**src/hw/rtl/asc_pkg.sv**
```systemverilog
// Shared types, constants and helper functions for the analog stick and
// trigger conditioner. No dependencies.
package asc_pkg;

    localparam int AXIS_W      = 16;
    localparam int TRIG_RAW_W  = 8;
    localparam int STICK_OUT_W = 21;
    localparam int TRIG_OUT_W  = 16;
    localparam int CFG_ADDR_W  = 3;
    localparam int CFG_DATA_W  = 16;

    localparam logic [15:0] ONE_Q15 = 16'h8000;
    localparam logic [15:0] GAIN_RESET = 16'd4096;

    // Register indexes on the configuration port.
    localparam logic [CFG_ADDR_W-1:0] REG_DEAD_ZONE_MODE  = 3'd0;
    localparam logic [CFG_ADDR_W-1:0] REG_LEFT_DEAD_ZONE  = 3'd1;
    localparam logic [CFG_ADDR_W-1:0] REG_RIGHT_DEAD_ZONE = 3'd2;
    localparam logic [CFG_ADDR_W-1:0] REG_TRIGGER_FLOOR   = 3'd3;
    localparam logic [CFG_ADDR_W-1:0] REG_STICK_GAIN      = 3'd4;

    // Pipeline depths.
    localparam int SQRT_STAGES = 16;
    localparam int SCALE_QW    = 15;
    localparam int RATIO_QW    = 16;
    localparam int STICK_LAT   = 55;
    localparam int TRIG_LAT    = 18;

    typedef struct packed {
        logic        mode;
        logic [15:0] dz;
        logic [15:0] gain;
    } stick_cfg_t;

    function automatic logic [15:0] sat_one(input logic [15:0] v);
        return (v > ONE_Q15) ? ONE_Q15 : v;
    endfunction

    // Magnitude of a raw axis scaled by 32768/32767 with rounding. Because the
    // magnitude never exceeds 32768 the quotient is mag plus one exactly when
    // mag is at least 16384.
    function automatic logic [15:0] norm_mag(input logic [15:0] raw);
        logic [15:0] mag;
        mag = raw[15] ? (~raw + 16'd1) : raw;
        return mag + {15'd0, (mag >= 16'd16384)};
    endfunction

endpackage

```
**src/hw/rtl/asc_delay.sv**
```systemverilog
// Enable-gated shift register that delays a bus by a fixed number of beats.
// Depends on nothing.
module asc_delay #(
    parameter int W = 1,
    parameter int D = 1
) (
    input  logic         clk,
    input  logic         rst_n,
    input  logic         en,
    input  logic [W-1:0] din,
    output logic [W-1:0] dout
);
    logic [W-1:0] sr_reg [D];

    always_ff @(posedge clk or negedge rst_n)
    begin
        if (!rst_n)
        begin
            for (int i = 0; i < D; i++)
            begin
                sr_reg[i] <= '0;
            end
        end
        else if (en)
        begin
            sr_reg[0] <= din;
            for (int i = 1; i < D; i++)
            begin
                sr_reg[i] <= sr_reg[i-1];
            end
        end
    end

    assign dout = sr_reg[D-1];
endmodule

```
**src/hw/rtl/asc_div.sv**
```systemverilog
// Pipelined restoring divider, one quotient bit per stage. The upper part of
// the numerator must be below the divisor. Depends on nothing.
module asc_div #(
    parameter int NW = 31,
    parameter int DW = 16,
    parameter int QW = 16
) (
    input  logic          clk,
    input  logic          en,
    input  logic [NW-1:0] num,
    input  logic [DW-1:0] den,
    output logic [QW-1:0] quo
);
    logic [DW-1:0] rem_reg [QW];
    logic [QW-1:0] quo_reg [QW];
    logic [QW-1:0] low_reg [QW];
    logic [DW-1:0] den_reg [QW];

    for (genvar s = 0; s < QW; s++)
    begin : g_stage
        logic [DW-1:0] rem_in;
        logic [QW-1:0] quo_in;
        logic [QW-1:0] low_in;
        logic [DW-1:0] den_in;
        logic [DW:0]   trial;

        if (s == 0)
        begin : g_first
            assign rem_in = DW'(num[NW-1:QW]);
            assign quo_in = '0;
            assign low_in = num[QW-1:0];
            assign den_in = den;
        end
        else
        begin : g_next
            assign rem_in = rem_reg[s-1];
            assign quo_in = quo_reg[s-1];
            assign low_in = low_reg[s-1];
            assign den_in = den_reg[s-1];
        end

        assign trial = {rem_in, low_in[QW-1]};

        always_ff @(posedge clk)
        begin
            if (en)
            begin
                if (trial >= {1'b0, den_in})
                begin
                    rem_reg[s] <= DW'(trial - {1'b0, den_in});
                    quo_reg[s] <= {quo_in[QW-2:0], 1'b1};
                end
                else
                begin
                    rem_reg[s] <= trial[DW-1:0];
                    quo_reg[s] <= {quo_in[QW-2:0], 1'b0};
                end
                low_reg[s] <= {low_in[QW-2:0], 1'b0};
                den_reg[s] <= den_in;
            end
        end
    end

    assign quo = quo_reg[QW-1];
endmodule

```
**src/hw/rtl/asc_trig.sv**
```systemverilog
// Trigger path: normalize to Q1.15, apply the floor and rescale, then delay
// to line up with the stick path. Depends on asc_pkg, asc_div, asc_delay.
module asc_trig (
    input  logic                            clk,
    input  logic                            rst_n,
    input  logic                            en,
    input  logic [15:0]                     floor_q15,
    input  logic [asc_pkg::TRIG_RAW_W-1:0]  raw,
    output logic [asc_pkg::TRIG_OUT_W-1:0]  trig
);
    import asc_pkg::*;

    logic [14:0] x;
    logic [15:0] q255;
    logic [15:0] t_reg;
    logic [15:0] range;
    logic [15:0] num;
    logic        zero;
    logic        sat;
    logic [15:0] num_reg;
    logic        zero_reg;
    logic        sat_reg;
    logic [14:0] quo;
    logic [1:0]  flags_dly;
    logic [15:0] res_reg;

    // raw*32768/255 is raw*128 plus (raw*128 + 127)/255 after rounding.
    assign x    = {raw, 7'h7f};
    assign q255 = (16'(x) + 16'd1 + 16'(x[14:8])) >> 8;

    assign range = ONE_Q15 - floor_q15;
    assign zero  = (t_reg < floor_q15) || (range == '0);
    assign num   = t_reg - floor_q15;
    assign sat   = num >= range;

    always_ff @(posedge clk)
    begin
        if (en)
        begin
            t_reg    <= {1'b0, raw, 7'd0} + q255;
            num_reg  <= (zero || sat) ? 16'd0 : num;
            zero_reg <= zero;
            sat_reg  <= sat;
        end
    end

    asc_div #(.NW(31), .DW(16), .QW(SCALE_QW)) u_div (
        .clk (clk),
        .en  (en),
        .num ({num_reg, 15'd0}),
        .den (range),
        .quo (quo)
    );

    asc_delay #(.W(2), .D(SCALE_QW)) u_flag_dly (
        .clk   (clk),
        .rst_n (rst_n),
        .en    (en),
        .din   ({zero_reg, sat_reg}),
        .dout  (flags_dly)
    );

    always_ff @(posedge clk)
    begin
        if (en)
        begin
            res_reg <= flags_dly[1] ? 16'd0 : (flags_dly[0] ? ONE_Q15 : {1'b0, quo});
        end
    end

    asc_delay #(.W(TRIG_OUT_W), .D(STICK_LAT - TRIG_LAT)) u_align (
        .clk   (clk),
        .rst_n (rst_n),
        .en    (en),
        .din   (res_reg),
        .dout  (trig)
    );
endmodule

```
**config.mk**
```make
export PLATFORM = sky130hd
export DESIGN_NAME = asc_trig
export DESIGN_NICKNAME = d
export VERILOG_FILES = /design/src/hw/rtl/asc_pkg.sv /design/src/hw/rtl/asc_delay.sv /design/src/hw/rtl/asc_div.sv /design/src/hw/rtl/asc_trig.sv
export SDC_FILE = /design/constraint.sdc
export NUM_CORES = 2
export LEC_CHECK = 0
export BUFFER_PORTS_ARGS = -buffer_cell sky130_fd_sc_hd__buf_2
export CORE_ASPECT_RATIO = 0.9
export CORE_MARGIN = 5
export CORE_UTILIZATION = 58
export DETAILED_ROUTE_END_ITERATION = 6
export PLACE_DENSITY = 0.8
export SYNTH_ARGS = -nofsm -noshare
export SYNTH_HDL_FRONTEND = slang
export SYNTH_SLANG_ARGS = --single-unit
```
**constraint.sdc**
```tcl
create_clock -name clk -period 11.15 [get_ports clk]
set_input_delay 0.5575 -clock clk [delete_from_list [all_inputs] [get_ports clk]]
set_output_delay 0.5575 -clock clk [all_outputs]
set_load 0.01 [all_outputs]
```
* Word-level counts from Yosys, hierarchy flattened
Memories as Yosys holds them, arrays and structs flattened.
Cells that the tools add are included.
Widths: inputs -> output; s select.
** Operators by class
- Add/subtract/negate cells :: 20
- $lt $le $gt $ge :: 17
- Muxes and demuxes :: 123
- Bitwise gates (word level) :: 30
- Reductions and logical operators :: 4
** Operator list (count)
- $mux 16 :: 16
- $sub 16x16->16 :: 16
- $ge 17x16->1 :: 15
- $mux 15 :: 15
- $mux 1 :: 92
- $or 1x1->1 :: 30
- $add 15x1->16 const B :: 1
- $add 15x8->16 :: 1
- $add 16x7->16 :: 1
- $ge 16x16->1 :: 1
- $logic_not 16->1 :: 1
- $lt 16x16->1 :: 1
- $sub 16x16->16 const A :: 1
- $logic_or 1x1->1 :: 2
- $reduce_or 2->1 :: 1
** Storage, ports and cells
- Flip-flop bits (word level) :: 672
- Bits in writable memories :: 915
- Output and inout port bits :: 16
- Word-level logic and storage cells :: 256
- Memories :: 4
** Memories
- u_div.den_reg :: words 15, bits a word 16, read ports 14, clocked after memory_dff 0, write ports 15, line asc_div.sv:17 : logic [DW-1:0] den_reg [QW];
- u_div.rem_reg :: words 15, bits a word 16, read ports 14, clocked after memory_dff 0, write ports 15, line asc_div.sv:14 : logic [DW-1:0] rem_reg [QW];
- u_div.quo_reg :: words 15, bits a word 15, read ports 15, clocked after memory_dff 0, write ports 15, line asc_div.sv:15 : logic [QW-1:0] quo_reg [QW];
- u_div.low_reg :: words 15, bits a word 14, read ports 14, clocked after memory_dff 0, write ports 15, line asc_div.sv:16 : logic [QW-1:0] low_reg [QW];

* Longest topological paths before layout
- Word-level depth :: 6
- Gate-level depth with buffers :: 19

* Cells and area by module
A second synthesis with hierarchy kept.
** Second synthesis, totals
- Cell total of the unflattened synthesis :: 4386
- Area, all modules :: 61946.9 µm²
** By module, submodules not included
- asc_div :: instances 1, cells each 2701, area each 34689.5 µm², sequential area each 20199.4 µm²
- asc_delay at u_align :: instances 1, cells each 1266, area each 22337.7 µm², sequential area each 14814.2 µm²
- asc_trig :: instances 1, cells each 354, area each 3669.8 µm², sequential area each 1501.4 µm²
- asc_delay at u_flag_dly :: instances 1, cells each 65, area each 1249.9 µm², sequential area each 750.7 µm²

* Worst setup path before layout
Ideal clock, no wire load.
- Kind :: input port to flip-flop
- Start point :: input port floor_q15[0]
- End point :: register num_reg[10], data pin
- Setup time :: 255 ps
- Data arrival time :: 3772 ps
- Data required time :: 10895 ps
- Path slack :: 7123 ps
- Stages :: 17
- Path buffers :: 1
- Cell sequence :: ha_1 inv_1 fa_1 a21o_1 a21oi_1 o21bai_1 o311ai_0 nand2_1 a31oi_1 xnor2_1 ha_1 nand4_1 or4_1 o2111ai_1 nor2_2 buf_2 and2_1
** RTL lines
- start, declared :: line asc_trig.sv:7 : input logic [15:0] floor_q15,
- $sub 16x16->16 :: line asc_trig.sv:33 : assign num = t_reg - floor_q15;
- net num[12] :: line asc_trig.sv:17 : logic [15:0] num;
- $ge 16x16->1 :: line asc_trig.sv:34 : assign sat = num >= range;
- net sat :: line asc_trig.sv:19 : logic sat;
- $logic_or 1x1->1 :: line asc_trig.sv:41 : num_reg <= (zero || sat) ? 16'd0 : num;
- end signal, assigned :: line asc_trig.sv:41
- end, declared :: line asc_trig.sv:20 : logic [15:0] num_reg;
The timed path passes the listed nets, and every way through them passes these cells.
A chain may end at the register's enable or synchronous reset.

* Worst setup path after layout
- Start point :: register t_reg[0]
- End point :: register num_reg[6], data pin
** On the way
- Word-level cells in the longest chain between the ends :: 3
** RTL lines
- start, declared :: line asc_trig.sv:15 : logic [15:0] t_reg;
- start signal, assigned :: line asc_trig.sv:40 : t_reg <= {1'b0, raw, 7'd0} + q255;
- $sub 16x16->16 :: line asc_trig.sv:33
- net num[12] :: line asc_trig.sv:17
- $ge 16x16->1 :: line asc_trig.sv:34
- net sat :: line asc_trig.sv:19
- $logic_or 1x1->1 :: line asc_trig.sv:41
The timed path passes the listed nets, and every way through them passes these cells.

==> run metrics <==
HPWL after DPL=between 60000 and 70000 um; Worst slew margin=between 20% and 30%; total setup buffers inserted after CTS=0; commonest non-fill, non-tap cells in the layout=mux2_2, dfrtp_1, edfxtp_1; Critical Path, Cell by Cell=inv_1, ha_1, inv_1, fa_1, a21o_1, a21oi_1, o21bai_1, o311ai_0, nand2_1, a31oi_1, xnor2_1, ha_1, nand4_1, or4_1, o2111ai_1, nor2_2, and2_1; initial antenna violation count=0; Tmin final=4440 ps; asr flop ratio synth=around 50%; Worst path slowest cell=or4_1; vias in the first global route=around 32000; post-route clock period utilization=roughly two fifths; Hold Crit Depth=1; Layout Cells excl Fill=5642; routed wire length=between 90000 and 100000 um; Die Area=about 0.10 mm^2; Switching Fraction=between 20 and 30%; syn nets=4542; Max Used Layer=met4; clock share of power=a little over a quarter; Reg power frac=about 46%; DR vias=between 30000 and 40000; drt first pass iters=5; largest net degree at the start of global routing=around 180; core area=~0.097 mm^2; CTS sink cnt=~1200; VDD IR-drop max=0.176 mV; RSZ-0062 raised after global routing=false; starting DRC count in detailed routing=about 2000; Slew @ Worst Pin=roughly 1200 ps; Max-cap violations=0; Final setup viols=0; Pleak=around 27 nW; cells on worst reg2reg path=17; fin util=64.4%; cell family with most CP delay=compound AO/OA/AOI/OAI gates; layout cell share with drive strength beyond 1=~23%; buffers from clock root to sink, at most=3; required time of the critical path=11580 ps; top_reg_cell synth=dfrtp_1; Mean Syn Cell Area=between 10 and 15 um^2; All-Layer GR Usage=17.7%; die height=between 300 and 400 um; WS Path Type=flip-flop to flip-flop; Ports=43; first-pass GRT wire length=between 150000 and 200000 um; power density over the cells=250 mW/mm^2; DRC=0; P_int=~11 mW; CTS tree=yes; WL per Instance=16.2 um; Post-Place Setup Slack=between 6000 and 7000 ps; IO buf count=42; Met3 Routed Length=approximately 2900 um; clock transition at the registers of the reported paths=approximately 60 ps; CTS buffer count=between 100 and 150; Comb pwr share=about 28%; worst min path class=input pin to flip-flop; most common cell after layout, fill and taps aside=mux2_2; Yosys warnings=0; num rows=roughly 110; mapped cell area=~0.057 mm^2; f_max=between 0.2 and 0.25 GHz; Min Hold Slack=~160 ps; max reg flops=between 500 and 600; CTS H-tree depth=3; Die Wd=around 340 um; critical path launch point type=flip-flop; register area=0.0341 mm^2; worst setup margin=between 6000 and 7000 ps; CP peak stage delay=560 ps; Fin. Hold Viols=0; Post-Place Cells=about 5400; routability congestion estimate from global placement=0.891; switching pwr=between 4 and 5 mW; area of the multi-input gates=around 0.021 mm^2; CP Capture Type=flip-flop; Fillers=a little under 7000; Post-synth EDFFs=around 620; Worst Path Buf+Inv=2; Yosys reg bits=~1200; root buffer cell=clkbuf_16; Max Fanout on Critical Path=15; later-pin clock latency in the skew report=approximately 690 ps; clk_skew=approximately 17 ps; P&R area growth vs syn=9.63%; Mapped Cells=~4200; max-slew violation total from the final report=0; nets@finish=~4600; antenna viol nets, final=0; n_diodes=0; sequential element share of the synthesized area=60.1%; Initial Utilization=about three fifths; Setup TNS=0 ps; Crit. path cell count=17; Distinct cells, synth=just over 80; met2 WL=43600 um; GRT overflow=0; Critical Path AT=approximately 4900 ps; wl on met1=42700 um; vias per std cell=between 5 and 6; status=completed
-- per-layer routing --
layer / GRT usage (%) / up-vias
met3: 2.43 / 177
met5: 0 / -
met2: 29.2 / 475
met4: 5.22 / 0
met1: 24.8 / 15200
li1: - / 15300
-- cell usage after synthesis (25+ instances only) --
cell	n	area share, %
nand2_1	157	1.0
clkbuf_1	104	0.69
a21oi_1	201	1.8
edfxtp_1	617	33
nor2b_1	40	0.44
nor3_1	54	0.48
nor2_1	205	1.4
inv_1	325	2.1
a31oi_1	27	0.30
dfrtp_1	622	27
o21bai_1	28	0.37
nand2b_1	35	0.39
o21a_1	25	0.33
and2_1	52	0.57
a21o_1	70	0.93
o21ai_0	147	1.3
nand4_1	39	0.43
xnor2_1	123	1.9
ha_1	275	6.1
mux2_2	704	14
nand3_1	37	0.33
xor2_1	80	1.2
-- power by group through the flow --
stage	registers, mW	clock network, mW	logic [mW]
global route	7.24	4.35	4.96
floorplan	6.87	0	3.60
CTS	7.10	4.16	4.41
finish	7.09	4.05	4.41
detailed placement	7.15	0	4.34
global placement	7.09	0	4.20
-- per-stage QoR --
step / instance area (um^2) / power (mW)
floorplan: 56800 / 10.5
CTS: 62300 / 15.7
finish: 62300 / 15.5
detailed placement: 58300 / 11.5
global placement: 58300 / 11.3
global route: 62300 / 16.6
-- final timing paths --
path                                                from                              end  slack (ps)
max                                   t_reg[0]$_DFFE_PP_         num_reg[6]$_SDFFCE_PP0P_        6710
max in group asynchronous                          rst_n  u_align.sr_reg[160]$_DFFE_PN0P_        8380
min                                         floor_q15[0]    u_div.den_reg[0][0]$_DFFE_PP_         160
min reg2reg                u_div.quo_reg[1][3]$_DFFE_PP_   u_div.quo_reg[1][19]$_DFFE_PP_         410
max reg2reg                           t_reg[0]$_DFFE_PP_         num_reg[6]$_SDFFCE_PP0P_        6710
min in group asynchronous                          rst_n  u_align.sr_reg[577]$_DFFE_PN0P_         440
-- what timing repair did --
action                    CTS  global route
gates resized for setup     0             0
hold buffers                1             0
hold endpoints to repair   78             0
-- logic make-up after synthesis --
| logic type | share of synthesized area (%) |
|---|---|
| buffers and inverters | 3.20 |
| muxes | 14.3 |
| and+or+nand+nor | 5.83 |
| adders and majority gates | 6.55 |
| DFF | 60.1 |
| AOI/OAI and AO/OA | 6.97 |
| xor gates and xnor gates | 3.13 |
-- area by class of cell --
cell class	count	share of cell area [%]
Clock buffer	166	5.35
Clock inverter	53	1.05
Inverter	325	1.96
Multi-Input combinational cell	2524	33.5
Sequential cell	1240	54.8
Tap cell	1265	2.54
Timing Repair Buffer	69	0.788
-- worst reg2reg max path, stage by stage (launching register included) --
cell and delay (ps):
edfxtp_1 420, inv_1 70, ha_1 150, inv_1 50, fa_1 410, a21o_1 180
a21oi_1 220, o21bai_1 130, o311ai_0 470, nand2_1 160, a31oi_1 230, xnor2_1 110
ha_1 290, nand4_1 160, or4_1 560, o2111ai_1 160, nor2_2 190, and2_1 210
Power figures use the tool's default switching activity.
